## src/rtl/core/airm_pkg.sv

```systemverilog
// Shared types and constants of the affine index range map.
// Holds field widths, register indexes and the stage records passed along the divider row.
// Depends on nothing.
package airm_pkg;

    localparam int INDEX_WIDTH_DEF = 32;

    localparam int START_W   = 32;
    localparam int SIZE_W    = 31;
    localparam int CFG_W     = 32;
    localparam int SPAN_W    = 31;
    localparam int DIVISOR_W = 31;
    localparam int RESULT_W  = 64;

    // Lower and upper input ends, wide enough for start + size - 1.
    localparam int A_W = 33;

    // Magnitude of a 64-bit signed end after the sign fold; one cell per quotient bit.
    localparam int DIVIDEND_W = 63;
    localparam int DIV_STEPS  = DIVIDEND_W;

    localparam int S_DATA_W   = 64;
    localparam int M_DATA_W   = 128;
    localparam int CFG_ADDR_W = 4;

    localparam logic [1:0] REG_SCALE       = 2'd0;
    localparam logic [1:0] REG_BASE_OFFSET = 2'd1;
    localparam logic [1:0] REG_SPAN_LENGTH = 2'd2;
    localparam logic [1:0] REG_DIVISOR     = 2'd3;

    typedef struct packed {
        logic [CFG_W-1:0]  scale;
        logic [CFG_W-1:0]  base_offset;
        logic [SPAN_W-1:0] span_length;
    } airm_cfg_t;

    // One end of the interval on its way through the divider row. The bits field
    // starts as the dividend and fills up with quotient bits from the bottom.
    typedef struct packed {
        logic                  neg;
        logic [DIVISOR_W-1:0]  rem;
        logic [DIVIDEND_W-1:0] bits;
    } airm_lane_t;

    typedef struct packed {
        logic       valid;
        airm_lane_t lo;
        airm_lane_t hi;
    } airm_stage_t;

    typedef struct packed {
        logic advance;
        logic skid_full;
    } airm_flow_t;

endpackage

```

## src/rtl/core/airm_div_cell.sv

```systemverilog
// One cell of the divider row: a restoring division step on both interval ends.
// Produces one quotient bit per end and passes the stage on. Depends on airm_pkg.
module airm_div_cell (
    input  logic                           aclk,
    input  logic                           aresetn,
    input  logic                           en,
    input  logic [airm_pkg::DIVISOR_W-1:0] divisor,
    input  airm_pkg::airm_stage_t          stage_in,
    output airm_pkg::airm_stage_t          stage_out
);
    import airm_pkg::*;

    logic       valid_reg;
    airm_lane_t lo_reg;
    airm_lane_t hi_reg;

    function automatic airm_lane_t div_step(airm_lane_t l, logic [DIVISOR_W-1:0] d);
        logic [DIVISOR_W:0]   trial;
        logic [DIVISOR_W+1:0] diff;
        airm_lane_t           r;
        trial  = {l.rem, l.bits[DIVIDEND_W-1]};
        diff   = {1'b0, trial} - {2'b00, d};
        r.neg  = l.neg;
        r.rem  = diff[DIVISOR_W+1] ? trial[DIVISOR_W-1:0] : diff[DIVISOR_W-1:0];
        r.bits = {l.bits[DIVIDEND_W-2:0], ~diff[DIVISOR_W+1]};
        return r;
    endfunction

    always_ff @(posedge aclk) begin
        if (!aresetn) begin
            valid_reg <= 1'b0;
        end else if (en) begin
            valid_reg <= stage_in.valid;
        end
    end

    always_ff @(posedge aclk) begin
        if (en) begin
            lo_reg <= div_step(stage_in.lo, divisor);
            hi_reg <= div_step(stage_in.hi, divisor);
        end
    end

    assign stage_out = '{valid: valid_reg, lo: lo_reg, hi: hi_reg};

endmodule

```

## config.mk

```make
export PLATFORM = sky130hd
export DESIGN_NAME = airm_div_cell
export DESIGN_NICKNAME = d
export VERILOG_FILES = /design/src/rtl/core/airm_pkg.sv /design/src/rtl/core/airm_div_cell.sv
export SDC_FILE = /design/constraint.sdc
export NUM_CORES = 1
export LEC_CHECK = 0
export ABC_AREA = 1
export BUFFER_PORTS_ARGS = -buffer_cell sky130_fd_sc_hd__clkbuf_2
export CORE_AREA = 2 2 161 163
export DETAILED_ROUTE_END_ITERATION = 8
export DIE_AREA = 0 0 163 165
export PLACE_DENSITY = 0.74
export SLEW_MARGIN = 20
export SYNTH_ARGS = -nofsm -noshare
export SYNTH_HDL_FRONTEND = slang
export SYNTH_SLANG_ARGS = --single-unit
```

## constraint.sdc

```tcl
create_clock -name aclk -period 3 [get_ports aclk]
set_clock_uncertainty 0.05 [all_clocks]
set_input_delay 0.6 -clock aclk [delete_from_list [all_inputs] [get_ports aclk]]
set_output_delay 0.6 -clock aclk [all_outputs]
set_load 0.01 [all_outputs]
```

## Word level (Yosys, flattened, before mapping)

Cells that the tools add are included.

- Memory bits (writable): 0
- Bits in latches: 0
- Input bits: 225
- Flip-flop bits (word level): 191
- ROM bits: 0
- Memories: 0

- Reduce and logical (&&, ||, !) cells: 0
- Order comparisons: 0
- Shifts and indexed selects: 0
- Add/sub/neg operators: 2
- Equal/unequal tests: 0
- $mul: 0
- Mux-type cells: 2
- Bitwise operators: 2
- Divide/modulo/power cells: 0

Operators with widths:

| cell | number |
|---|---|
| 32-bit by 31-bit subtractor with 33-bit output | 2 |
| 31-bit 2-to-1 mux | 2 |
| 1-bit NOT | 2 |

## Logic depth before layout (Yosys ltp)

- Depth in word-level cells: 2
- Gate-level depth with buffers: 17
- Depth with buffers taken out: 15

## Worst setup path after synthesis

Ideal clock, no wire load.

- Kind: in2reg
- Start: input stage_in[157] in the netlist's numbering
- End: register lo_reg, in the netlist stage_out[163], data pin
- Stages: 17
- Path buffers: 2
- Slack: 452 ps
- Arrival time: 2246 ps
- Library setup time: 252 ps
- Cells stage by stage: inv_1 ha_1 fa_1 inv_1 nand3_1 nand3_2 nand2_1 nand2_2 nand2_1 nand2_2 nand2_2 nand2_4 inv_2 buf_6 buf_6 nand2_1 nand2_1

- Word-level cells in the longest chain between the ends: 2

Ends and longest elaborated chain:

| item | RTL line | text |
|---|---|---|
| start, declared | airm_div_cell.sv:8 | `input airm_pkg::airm_stage_t stage_in,` |
| 32-bit by 31-bit subtractor with 33-bit output | airm_div_cell.sv:22 | `diff = {1'b0, trial} - {2'b00, d};` |
| 31-bit 2-to-1 mux | airm_div_cell.sv:24 | `r.rem = diff[DIVISOR_W+1] ? trial[DIVISOR_W-1:0] : diff[DIVISOR_W-1:0];` |
| end signal, assigned | airm_div_cell.sv:39 | `lo_reg <= div_step(stage_in.lo, divisor);` |
| end, declared | airm_div_cell.sv:14 | `airm_lane_t lo_reg;` |

Every way passes these cells.
A chain may end at the register's enable or synchronous reset.

## Final worst setup path

- Start: input divisor[0] in the netlist's numbering
- End: register hi_reg, in the netlist stage_out[83], data pin

- Word-level cells in the longest chain between the ends: 2

Ends and longest elaborated chain:

| item | RTL line | text |
|---|---|---|
| start, declared | airm_div_cell.sv:7 | `input logic [airm_pkg::DIVISOR_W-1:0] divisor,` |
| 32-bit by 31-bit subtractor with 33-bit output | airm_div_cell.sv:22 |  |
| 31-bit 2-to-1 mux | airm_div_cell.sv:24 |  |
| end signal, assigned | airm_div_cell.sv:40 | `hi_reg <= div_step(stage_in.hi, divisor);` |
| end, declared | airm_div_cell.sv:15 | `airm_lane_t hi_reg;` |

Every way passes these cells.

==> metrics.md <==
| Metric | Value |
|---|---|
| CTS root buf | clkbuf_16 |
| PortBufs | 415 |
| Initial antenna violation count | 0 |
| Max Cap Violations | 0 |
| Final Slew Violations | 0 |
| Sequential element share of the synthesized area | 0.507 |
| Synthesized net count | 1668 |
| Die Y | 165 um |
| CTS H-tree depth | 4 |
| Net count, final | 2100 |
| Pwr Total | 7.59 mW |
| P per Cell Area | 527 nW/um^2 |
| Clock-pin transition on the worst setup and hold timing paths | 0.09 ns |
| Post-DP HPWL | 32.3 mm |
| Crit-path leading delay family | simple AND/OR/NAND/NOR gates |
| Status | finished, final reports clean |
| GR Util All Layers | 0.286 |
| First drt pass iteration count | 6 |
| Largest net degree at the start of global routing | 63 |
| Post-synthesis sequential element count | 191 |
| WL final | 39.2 mm |
| DIE WIDTH | 163 um |
| TritonCTS clock tree | yes |
| Cell mode on critical path | nand2_1 |
| Post-CTS setup buffers | 0 |
| Final setup vio count | 0 |
| Slowest CP cell | fa_1 |
| DRT iter0 DRCs | 920 |
| Final setup margin | 0.531 ns |
| Hold Crit Class | input pin to register |
| Clock sink count | 191 |
| Worst path buffer plus inverter count | 3 |
| Number of buffers created by CTS | 17 |
| Leak pwr | 7.86 nW |
| Layout cells sized above 1 | 0.264 |
| RSZ-0062 raised after global routing | false |
| First-pass GRT wire length | 56.6 mm |
| Setup crit start kind | input pin |
| F_max | 405 MHz |
| CP peak stage delay | 0.42 ns |
| Peak supply drop | 0.000393 V |
| Vias in the first global route | 10200 |
| Die Area | 26900 um^2 |
| Grt ovf | 0 |
| Final core occ | 0.575 |
| Synth warn | 0 |
| Remaining antenna violation count | 0 |
| Worst EP required | 3.14 ns |
| Clk buf depth | 2 |
| Syn_area_per_cell | 8.18 um^2 |
| Vias per inst | 4.91 |
| Worst skew pair latency | 0.44 ns |
| CP endpoint kind | register |
| Rel. slew slack | 0.618 |
| Max FFs per register | 190 |
| Ant diodes | 0 |
| Setup TNS | 0 ns |
| Mapped Area | 11300 um^2 |
| Final Critical Period | 2.47 ns |
| Area grow syn2layout | 27.6% |
| WS Path Type | input pin to register |
| Count of different cell masters after synthesis | 27 |
| Final period utilization | 0.823 |
| Critical Path, Cell by Cell | clkbuf_2, ha_1, fa_1, inv_1, nand3_1, nand3_2, nand2_1, nand2_2, nand2_1, nand2_2, nand2_2, nand2_4, inv_2, nand2_1, nand2_1 |
| Final RePlAce weighted congestion | 0.931 |
| Ports | 416 |
| Worst slack at placement | 0.112 ns |
| Routed vias | 10600 |
| Flop2flop setup slack | 2.27 ns |
| Critical Path AT | 2.61 ns |
| Core area | 25000 um^2 |
| Cts repair resizes | 0 |
| Final Hold Vio Count | 0 |
| Avg WL per Cell | 18.2 um |
| CTS Hold Bufs | 0 |
| DRC | 0 |
| Worst Tran Pin Value | 0.573 ns |
| Post-Synthesis Cells | 1379 |
| Initial core utilization | 0.451 |
| Worst-path maximum fanout | 29 |
| Cell row count | 58 |
[logic make-up after synthesis]
group,Yosys count,share of synthesized area
and+or+nand+nor,772,0.277
DFF,191,0.507
xor gates and xnor gates,30,0.0233
buffers and inverters,266,0.0924
AOI/OAI and AO/OA,56,0.0279
adders and majority gates,64,0.0723
[synthesized netlist by cell type]
master    number  area (um^2)
a21oi_1       37          185
a21oi_2        4         35.0
and2_1         2         12.5
buf_2          8         40.0
buf_4          1         7.51
buf_6          4         45.0
dfxtp_1        1         20.0
edfxtp_1     190         5710
fa_1           2         40.0
ha_1          62          776
inv_1        250          938
inv_2          3         11.3
nand2_1      566         2120
nand2_2        6         37.5
nand2_4        2         22.5
nand3_1       80          400
nand3_2        2         20.0
nand3b_1       8         60.1
nand4_1        8         50.1
nor2_1        85          319
nor2_2         5         31.3
nor3_1         6         30.0
o21ai_0        7         35.0
o21bai_1       8         60.1
or2_2          2         12.5
xnor2_1        2         17.5
xor2_1        28          245
[area by class of cell]
type | instances | area, um^2
multi-input combinational | 922 | 4510
sequential | 191 | 5730
tap | 330 | 413
clock buffer | 17 | 425
fill | 2374 | 10600
clock inverter | 15 | 179
timing repair buffer | 426 | 2190
inverter | 253 | 950
[cell usage in the layout, fill, tap and decap left out, types with 9 or more instances in the layout]
| master | count |
|---|---|
| clkbuf_2 | 414 |
| inv_1 | 250 |
| a21oi_1 | 37 |
| nand3_1 | 80 |
| edfxtp_1 | 190 |
| clkbuf_16 | 17 |
| xor2_1 | 28 |
| buf_4 | 9 |
| nor2_1 | 85 |
| ha_1 | 62 |
| nand2_1 | 566 |
[metal layers]
layer / wire length (um) / up-vias / track usage
met3: 2850 / 76 / 0.0565
met4: 1410 / 0 / 0.107
met5: 0 / - / 0
met2: 19400 / 412 / 0.506
met1: 15600 / 4874 / 0.345
li1: - / 5217 / -
[power by group]
group	total, mW	internal [mW]	switching (mW)
clock	2.38	1.14	1.24
combinational	1.84	0.664	1.17
sequential	3.37	3.27	0.0973
[final timing paths]
kind                 from             to  cells past startpoint
max reg2reg     valid_reg      valid_reg                      2
max            divisor[0]  stage_out[83]                     15
min reg2reg     valid_reg      valid_reg                      2
min          stage_in[44]  stage_out[45]                      1
[stage by stage]
step           instances  cell area (um^2)  hold slack, ns
2_1_floorplan       1379             11300           0.452
3_3_place_gp        2122             13800           0.468
3_5_place_dp        2122             13800           0.533
4_1_cts             2154             14400           0.266
5_1_grt             2154             14400           0.265
6_report            2154             14400           0.275
(Power assumes the default switching activity.)
