### src/rtl/core/airm_pkg.sv
// Shared types and constants of the affine index range map.
// Holds field widths, register indexes and the stage records passed along the divider row.
// Depends on nothing.
package airm_pkg;

    localparam int INDEX_WIDTH_DEF = 32;

    localparam int START_W   = 32;
    localparam int SIZE_W    = 31;
    localparam int CFG_W     = 32;
    localparam int SPAN_W    = 31;
    localparam int DIVISOR_W = 31;
    localparam int RESULT_W  = 64;

    // Lower and upper input ends, wide enough for start + size - 1.
    localparam int A_W = 33;

    // Magnitude of a 64-bit signed end after the sign fold; one cell per quotient bit.
    localparam int DIVIDEND_W = 63;
    localparam int DIV_STEPS  = DIVIDEND_W;

    localparam int S_DATA_W   = 64;
    localparam int M_DATA_W   = 128;
    localparam int CFG_ADDR_W = 4;

    localparam logic [1:0] REG_SCALE       = 2'd0;
    localparam logic [1:0] REG_BASE_OFFSET = 2'd1;
    localparam logic [1:0] REG_SPAN_LENGTH = 2'd2;
    localparam logic [1:0] REG_DIVISOR     = 2'd3;

    typedef struct packed {
        logic [CFG_W-1:0]  scale;
        logic [CFG_W-1:0]  base_offset;
        logic [SPAN_W-1:0] span_length;
    } airm_cfg_t;

    // One end of the interval on its way through the divider row. The bits field
    // starts as the dividend and fills up with quotient bits from the bottom.
    typedef struct packed {
        logic                  neg;
        logic [DIVISOR_W-1:0]  rem;
        logic [DIVIDEND_W-1:0] bits;
    } airm_lane_t;

    typedef struct packed {
        logic       valid;
        airm_lane_t lo;
        airm_lane_t hi;
    } airm_stage_t;

    typedef struct packed {
        logic advance;
        logic skid_full;
    } airm_flow_t;

endpackage

### src/rtl/core/airm_out.sv
// Result stage of the affine index range map: sign unfold, size, output register and skid.
// Takes the last divider cell's stage. Depends on airm_pkg.
module airm_out (
    input  logic                          aclk,
    input  logic                          aresetn,
    input  airm_pkg::airm_stage_t         stage_in,
    input  logic                          m_tready,
    output logic                          m_tvalid,
    output logic [airm_pkg::M_DATA_W-1:0] m_tdata,
    output airm_pkg::airm_flow_t          flow
);
    import airm_pkg::*;

    logic [RESULT_W-1:0] r_lo;
    logic [RESULT_W-1:0] r_hi;
    logic [M_DATA_W-1:0] pipe_data;

    logic                m_valid_reg;
    logic                skid_valid_reg;
    logic [M_DATA_W-1:0] m_data_reg;
    logic [M_DATA_W-1:0] skid_data_reg;

    always_comb begin
        r_lo = stage_in.lo.neg ? ~{1'b0, stage_in.lo.bits} : {1'b0, stage_in.lo.bits};
        r_hi = stage_in.hi.neg ? ~{1'b0, stage_in.hi.bits} : {1'b0, stage_in.hi.bits};
        pipe_data = {r_hi - r_lo + RESULT_W'(1), r_lo};
    end

    always_ff @(posedge aclk) begin
        if (!aresetn) begin
            m_valid_reg    <= 1'b0;
            skid_valid_reg <= 1'b0;
        end else if (!skid_valid_reg) begin
            if (!m_valid_reg || m_tready) begin
                m_valid_reg <= stage_in.valid;
            end else if (stage_in.valid) begin
                skid_valid_reg <= 1'b1;
            end
        end else if (m_tready) begin
            skid_valid_reg <= 1'b0;
        end
    end

    always_ff @(posedge aclk) begin
        if (!skid_valid_reg) begin
            if (!m_valid_reg || m_tready) begin
                m_data_reg <= pipe_data;
            end else begin
                skid_data_reg <= pipe_data;
            end
        end else if (m_tready) begin
            m_data_reg <= skid_data_reg;
        end
    end

    assign m_tvalid       = m_valid_reg;
    assign m_tdata        = m_data_reg;
    assign flow.advance   = !skid_valid_reg;
    assign flow.skid_full = skid_valid_reg;

endmodule

### config.mk
export PLATFORM = sky130hd
export DESIGN_NAME = airm_out
export DESIGN_NICKNAME = d
export VERILOG_FILES = /design/src/rtl/core/airm_pkg.sv /design/src/rtl/core/airm_out.sv
export SDC_FILE = /design/constraint.sdc
export NUM_CORES = 1
export LEC_CHECK = 0
export BUFFER_PORTS_ARGS = -buffer_cell sky130_fd_sc_hd__buf_4
export CORE_AREA = 10 10 177 179
export DETAILED_ROUTE_END_ITERATION = 10
export DIE_AREA = 0 0 187 189
export HOLD_SLACK_MARGIN = 0.02
export PLACE_DENSITY = 0.81
export SETUP_SLACK_MARGIN = 0.05
export SYNTH_ARGS = -nofsm -noshare
export SYNTH_HDL_FRONTEND = slang
export SYNTH_SLANG_ARGS = --single-unit
### constraint.sdc
create_clock -name aclk -period 13.93 [get_ports aclk]
set_input_delay 0.6965 -clock aclk [delete_from_list [all_inputs] [get_ports aclk]]
set_output_delay 0.6965 -clock aclk [all_outputs]
set_load 0.01 [all_outputs]
# Yosys cells after proc, flatten, opt, wreduce, memory -nomap -nowiden
# Index checks and enable logic that the tools add are counted.
# totals
ff_bits,258
input_bits,194
elab_cells,27
# op_classes
addsub,2
eq_ne,1
muxes,9
n_bitwise,4
n_reduce_logical,7
# ops
op,n
2-to-1 mux 128 bit,3
2-to-1 mux 64 bit,2
NOT 63 -> 64 bit,2
"adder 64 x 1 -> 64 bit, second input constant",1
subtractor 64 bit,1
AND reduction 2 bit,3
2-to-1 mux 1 bit,4
logical NOT 1 bit,2
"inequality test 2 bit, second input constant",1
NOT 1 bit,2
nonzero test 2 bit,1
logical OR 1 bit,1

# Depth between registers and ports, before layout
# Gate-level depths: netlist (run 1).
# logic_depth
ltp_word,6
depth_mapped,16

# Worst setup path before layout (run 1)
# Ideal clock, no wire load.
# synth_path
path_type,register to register
start,reg skid_valid_reg
end,"reg m_data_reg[0] (netlist: m_tdata[0]), enable pin"
setup_ns,0.792
t_arrival_ns,9.624
required_ns,13.138
setup_slack_ns,3.514
stages_incl_launch_ff,4
path_buffers,2
path_cell_list,dfxtp_1 -> clkbuf_1 -> clkbuf_1 -> o21ai_0
# synth_via
elab_chain_len,2
elab_cells_between_ends,3
classes_between,eq/ne: 1; reduce/logical: 2
# synth_rtl
item,line_no,text
start: declaration,airm_out.sv:19,logic skid_valid_reg;
start signal: assignment,airm_out.sv:32,skid_valid_reg <= 1'b0;
start signal: assignment,airm_out.sv:37,skid_valid_reg <= 1'b1;
start signal: assignment,airm_out.sv:40,skid_valid_reg <= 1'b0;
inequality test 2 bit (no source line) / nonzero test 2 bit (equally long branches),n/a,
AND reduction 2 bit (no source line) (*),n/a,
end signal: assignment,airm_out.sv:47,m_data_reg <= pipe_data;
end signal: assignment,airm_out.sv:52,m_data_reg <= skid_data_reg;
end: declaration,airm_out.sv:20,logic [M_DATA_W-1:0] m_data_reg;
# Every way passes the cells marked *; elsewhere a longest branch is shown, timed or not.
# A chain may end at the register's enable or synchronous reset.

# Worst setup path after layout (run 1)
# layout_path
start,in stage_in[189] in the netlist's numbering
end,"reg m_data_reg[124] (netlist: m_tdata[124]), data pin"
# layout_via
elab_chain_len,5
# layout_rtl
item,line_no,text
start: declaration,airm_out.sv:6,"input airm_pkg::airm_stage_t stage_in,"
2-to-1 mux 64 bit,airm_out.sv:24,"r_lo = stage_in.lo.neg ? ~{1'b0, stage_in.lo.bits} : {1'b0, stage_in.lo.bits};"
via pipe_data[29],airm_out.sv:16,logic [M_DATA_W-1:0] pipe_data;
subtractor 64 bit,airm_out.sv:26,"pipe_data = {r_hi - r_lo + RESULT_W'(1), r_lo};"
adder 64 x 1 -> 64 bit,airm_out.sv:26,
2-to-1 mux 128 bit,airm_out.sv:46,if (!m_valid_reg || m_tready) begin
2-to-1 mux 128 bit,airm_out.sv:45,if (!skid_valid_reg) begin
# The timed path passes the listed nets, and every way through them passes these cells. The select of a mux whose other input is x is not followed.

==> impl_results.md, run 1 <==
- Chip Width: 187 um
- GRT Overall Usage: 20.3%
- CTS root buf: clkbuf_16
- Yosys warns: 0
- Worst Hold Slack: 0.316 ns
- P per Cell Area: 159 nW/um2
- Core area: 27600 um2
- VDD IR-drop max: 0.110 mV
- First-pass GRT wire length: 59500 um
- Drt wl/cell: 19.4 um
- Largest fanout on the critical path: 34
- TritonRoute pass-1 iters: 4
- Synthesized flop and latch total: 258
- Mapped Area: 15300 um2
- Distinct cells, synth: 73
- Slowest stage delay, CP: 0.65 ns
- Ys flop type: edfxtp_1
- Seq/Total Area, Yosys: 50.5%
- Crit-path slowest cell: a222oi_1
- Initial antenna violation count: 0
- Family with the most delay on the worst path: compound AO/OA/AOI/OAI gates
- Clk sinks: 258
- Die H: 189 um
- Total power: 2.95 mW
- Setup Buffers After CTS: 0
- Syn-to-layout area delta: 21.2%
- Mapped Nets: 1593
- Clock network latency to the later pin of the worst-skew pair: 0.54 ns
- DP Area: 17600 um2
- Drt total wl: 37200 um
- Filler instances: 2084
- Layout cell share with drive strength beyond 1: 28.9%
- Largest net degree at the start of global routing: 72
- Vias per std cell: 5.50
- Net count, final: 1840
- HP Class: primary input to register
- Worst-margin pin slew: 1.01 ns
- Number of synthesized flops with an enable pin: 256
- WHS Path Cells: 2
- Clock-pin slew of the registers on the worst-case setup and hold paths: 0.06 ns
- Slew Viols, Final: 0
- H-tree depth: 1
- Hold buffers post-CTS: 0
- Vias in the first global route: 11.0k
- Die footprint: 35300 um2
- # resized after CTS: 0
- Most common cell after layout, fill and taps aside: buf_4
- R2r startpoint: skid_valid_reg
- Finished Layout Cells: 1919
- Max-Cap Viols: 0
- CTS Buf Count: 28
- Worst R2R End: skid_data_reg[13]
- Fin crit share: 37.0%
- Min Tclk post-route: 5.15 ns
- Commonest non-fill, non-tap cells in the layout: 268 x buf_4, 256 x edfxtp_1, 149 x xor2_1, 125 x ha_1, 110 x mux2_2
- Total gr overflow: 0
- Number of routed nets with antenna violations: 0
- Crit. End Element: register
- Async set-reset flop share out of synthesis: 0%
- Worst setup SP type: primary input
- Crit Path Class: primary input to register
- Slew headroom: 32.9%
- Total negative setup slack: 0 ns
- Number of diodes: 0
- # DRC: 0
- FP Rows: 61
- Avg Inst Size Synth: 12.0 um2
- Gate Count Post-Synth: 1273
- Critical path arrival: 5.42 ns
- Final instance area: 18500 um2
- CTS Buffer Depth: 3
- Worst path bufs/invs: 3
- Setup slack, reg-to-reg: 10.56 ns
- Iter 0 DRT Violations: 575
- Buffers on Ports: 262
- CTS tree: done
- Starting Density: 55.3%
- Final setup viols: 0
- LEAKAGE: 7.96 nW
- Hold path endpoint: skid_valid_reg
- Dpl hpwl: 27200 um
- Crit-path cells: buf_4 > buf_4 > xor2_1 > inv_1 > ha_1 > ha_1 > a211oi_4 > o211ai_2 > a21oi_2 > o211ai_1 > a222oi_1 > nand4_1 > a311oi_1 > o31a_1 > o31ai_2
- Global placement routability congestion: 0.869
- R2r worst-path depth: 3
- Outcome: finished, final reports clean
- RSZ-0062 raised after global routing: false
- Final core occ: 67.1%
- Via count: 10.6k
- Hold Fails Final Rpt: 0
- PnR worst setup slack: 8.78 ns
- Worst clock skew: 0.0120 ns
- Max Clk Rate: 194 MHz
- Placed cells: 1868
- Worst endpoint required time: 14.20 ns
- Num ports: 325
- HP Start: m_tready
- Pre-CTS setup slack: 8.25 ns
area by class of cell:
type                    instances  area (um2)  area share (%)
repair buffers                268        2010            10.9
clock inverters                18         196            1.06
clock buffers                  33         741            4.00
multi-input cells             881        7060            38.1
well taps                     378         473            2.55
inverters                      83         317            1.71
flip-flops and latches        258        7730            41.7
cell usage after synthesis (all sizes together) (2+ instances only):
cell	instances	area, um2
buf	11	57.6
nand3	14	70.1
ha	125	1560
nand2	103	387
mux2i	2	20.0
and2	4	25.0
a41oi	4	50.1
and4	3	26.3
a211oi	5	50.1
nor2	36	135
a21boi	7	52.6
and3	8	50.1
o211ai	10	80.1
xnor2	36	315
o31a	3	26.3
xor2	149	1310
o21a	4	30.0
a311oi	2	17.5
inv	83	312
o21ai	51	259
nor2b	5	31.3
a2111o	2	22.5
a31oi	7	50.1
dfxtp	2	40.0
nand4	16	100
a221oi	3	32.5
o21bai	11	82.6
clkbuf	40	150
a21o	23	173
mux2	110	1240
a21oi	81	424
nor4	4	25.0
or3	2	12.5
o31ai	6	55.1
nor3	11	55.1
or2	3	18.8
a21bo	2	20.0
edfxtp	256	7690
nand2b	10	62.6
cells by family (layout without fill, tap and decap cells):
kind of cell / after synthesis / count (layout) / share of synthesized area, %
simple gates: 225 / 225 / 6.86
buf+inv: 134 / 402 / 3.40
mux: 112 / 112 / 8.23
xor+xnor: 185 / 185 / 10.6
flops: 258 / 258 / 50.5
fa+ha+maj: 126 / 126 / 10.4
compound gates: 233 / 233 / 10.0
worst register-to-register path: cells and delay by family (launching register included):
family / cells / cell delay, ns
buf+inv: 2 / 1.44
flops: 1 / 0.58
simple gates: 1 / 0.94
worst max-delay path by stage:
stage	startpoint	end	slack, ns	cells past startpoint
final	stage_in[189]	m_tdata[124]	8.78	15
after global placement	stage_in[189]	m_tdata[124]	8.31	15
after CTS	stage_in[189]	m_tdata[124]	8.81	15
after floorplan	skid_valid_reg	m_tdata[0]	3.51	3
after detailed placement	stage_in[189]	m_tdata[124]	8.25	15
after global routing	stage_in[189]	m_tdata[124]	8.54	15
power by group:
part	internal, mW	total, mW	switching [mW]	leakage, nW
Combinational	0.474	1.06	0.589	4.98
Clock	0.453	0.757	0.304	0.463
Sequential	1.08	1.13	0.0498	2.52
metal layers:
layer / wire length (um) / vias up / GRT usage [%]
met5: 0 / - / 0
met4: 729 / 0 / 4.59
met3: 2750 / 55 / 5.26
li1: - / 5129 / -
met1: 15600 / 5062 / 25.3
met2: 18100 / 316 / 34.8
No activity file was read; power rests on OpenSTA's default activity.
==> inputs of run 2 (changes only) <==
==> constraint.sdc (replaced) <==
create_clock -name aclk -period 4.9 [get_ports aclk]
set_input_delay 0.245 -clock aclk [delete_from_list [all_inputs] [get_ports aclk]]
set_output_delay 0.245 -clock aclk [all_outputs]
set_load 0.01 [all_outputs]
==> impl_results.md, run 2 (synthesized netlist as in run 1, its figures left out) <==
- Commonest non-fill, non-tap cells in the layout: 270 x buf_4, 256 x edfxtp_1, 149 x xor2_1, 125 x ha_1, 110 x mux2_2
- RSZ-0062 raised after global routing: false
- Via count: 10.7k (+1.1%)
- Worst clock skew: 0.0153 ns (+0.00330 ns)
- Crit-path cells: buf_4 > buf_12 > xor2_1 > inv_1 > ha_1 > ha_1 > a21oi_2 > o211ai_2 > a21oi_2 > o211ai_1 > a222oi_1 > nand4_1 > a311oi_1 > o31a_1 > o31ai_2
- Metal3 WL: 2850 um (+3.6%)
- R2r startpoint: skid_valid_reg
- Final core occ: 67.9% (+0.88 points)
- Final setup viols: 0 (unchanged)
- Top Metal Used: met4
- HP Start: stage_in[115]
- Syn-to-layout area delta: 22.8%
- WHS Path Cells: 2 (unchanged)
- Starting Density: 55.3% (unchanged)
- Iter 0 DRT Violations: 675 (+17%)
- Crit Path Class: primary input to register
- Max Clk Rate: 238 MHz
- Setup Buffers After CTS: 0 (unchanged)
- R2r worst-path depth: 3 (unchanged)
- Largest net degree at the start of global routing: 72 (unchanged)
- Slew headroom: 35.9% (+2.9 points)
- Family with the most delay on the worst path: compound AO/OA/AOI/OAI gates
- Buffers on Ports: 262 (unchanged)
- Slowest stage delay, CP: 0.57 ns (-0.08 ns)
- Initial antenna violation count: 2 (+2)
- LEAKAGE: 8.06 nW (+1.2%)
- FP Rows: 61 (unchanged)
- CTS tree: done
- Critical path arrival: 4.49 ns (-0.93 ns)
- Fin crit share: 85.9%
- Min Tclk post-route: 4.21 ns
- Crit. End Element: register
- Worst R2R End: skid_data_reg[30]
- Net count, final: 1863 (+1.3%)
- Num ports: 325 (unchanged)
- First-pass GRT wire length: 60600 um (+1.8%)
- Vias in the first global route: 11.3k (+2.4%)
- # DRC: 0 (unchanged)
- Max-Cap Viols: 0 (unchanged)
- Global placement routability congestion: 0.896 (+3.1%)
- Crit-path slowest cell: a222oi_1
- Total negative setup slack: 0 ns (unchanged)
- Worst setup SP type: primary input
- Pre-CTS setup slack: 0.241 ns (-8.01 ns)
- WL met1: 16000 um (+2.2%)
- TritonRoute pass-1 iters: 4 (unchanged)
- DR WL met2: 18100 um (+0.45%)
- Outcome: finished, final reports clean
- Die footprint: 35300 um2 (unchanged)
- Largest fanout on the critical path: 34 (unchanged)
- DP Area: 17700 um2 (+0.43%)
- Chip Width: 187 um (unchanged)
- Worst path bufs/invs: 3 (unchanged)
- Hold Fails Final Rpt: 0 (unchanged)
- CTS root buf: clkbuf_16
- Die H: 189 um (unchanged)
- Clock-pin slew of the registers on the worst-case setup and hold paths: 0.06 ns (about the same)
- Final instance area: 18800 um2 (+1.3%)
- Vias per std cell: 5.50 (about the same)
- Setup slack, reg-to-reg: 2.42 ns (-8.14 ns)
- CTS Buf Count: 28 (unchanged)
- Worst-margin pin slew: 0.962 ns (-0.0438 ns)
- Hold path endpoint: skid_data_reg[20]
- Most common cell after layout, fill and taps aside: buf_4
- HP Class: primary input to register
- GRT Overall Usage: 20.7% (+0.42 points)
- Drt total wl: 37900 um (+2.0%)
- Number of routed nets with antenna violations: 0 (unchanged)
- CTS Buffer Depth: 3 (unchanged)
- Clock network latency to the later pin of the worst-skew pair: 0.55 ns (about the same)
- Drt wl/cell: 19.5 um (+0.82%)
- # resized after CTS: 0 (unchanged)
- PnR worst setup slack: 0.690 ns (-8.09 ns)
- Total gr overflow: 0 (unchanged)
- P per Cell Area: 447 nW/um2 (+180%)
- Layout cell share with drive strength beyond 1: 28.6% (-0.33 points)
- Worst endpoint required time: 5.18 ns (-9.02 ns)
- Slew Viols, Final: 0 (unchanged)
- VDD IR-drop max: 0.282 mV (+160%)
- H-tree depth: 1 (unchanged)
- Dpl hpwl: 27400 um (+0.90%)
- Clk sinks: 258 (unchanged)
- Core area: 27600 um2 (unchanged)
==> run 2: how the worst max path moves through the flow <==
| stage | cells past startpoint | slack [ns] | start | end |
|---|---|---|---|---|
| after CTS | 16 | 0.74 | stage_in[97] | m_tdata[123] |
| final | 15 | 0.69 | stage_in[189] | m_tdata[124] |
| after global placement | 16 | 0.28 | stage_in[189] | m_tdata[123] |
| after detailed placement | 14 | 0.24 | stage_in[189] | m_tdata[124] |
| after floorplan | 5 | 0.18 | skid_valid_reg | skid_data_reg[0] |
| after global routing | 15 | 0.35 | stage_in[112] | m_tdata[124] |
==> run 2: worst reg2reg max path, cell delays in order (launching register included) <==
cell     delay, ns
dfxtp_2       0.34
inv_6         0.37
and3_4        0.87
buf_12        0.49
==> run 2: area by class of cell <==
class | count | area [um2]
Antenna cell | 2 | 5.00
Clock inverter | 15 | 175
Tap cell | 378 | 473
Fill cell | 2081 | 8860
Clock buffer | 34 | 744
Inverter | 83 | 317
Sequential cell | 258 | 7730
Multi-Input combinational cell | 881 | 7060
Timing Repair Buffer | 291 | 2270
==> run 2: layer usage <==
metal / GRT usage [%] / up-vias
met4: 5.83 / 0
li1: - / 5185
met2: 35.1 / 338
met1: 25.7 / 5095
met3: 5.46 / 64
met5: 0 / -
==> run 2: through the flow <==
stage	std cells	total power [mW]	hold slack (ns)
detailed placement	1873	6.28	0.438
global placement	1873	6.20	0.411
CTS	1940	8.45	0.0201
floorplan	1273	5.10	0.321
global route	1942	8.88	0.0271
finish	1942	8.40	0.0367
==> run 2: repair_timing <==
action / in CTS / in global routing
hold buffers: 18 / 0
endpoints found under the setup margin: 0 / 0
hold endpoints to repair: 16 / 0
==> run 2: where the power goes <==
part	switching, mW	internal, mW	leakage (nW)	total (mW)
clock	0.854	1.28	0.446	2.13
sequential	0.155	3.07	2.52	3.22
combinational	1.67	1.37	5.10	3.04
total	2.68	5.71	8.06	8.40
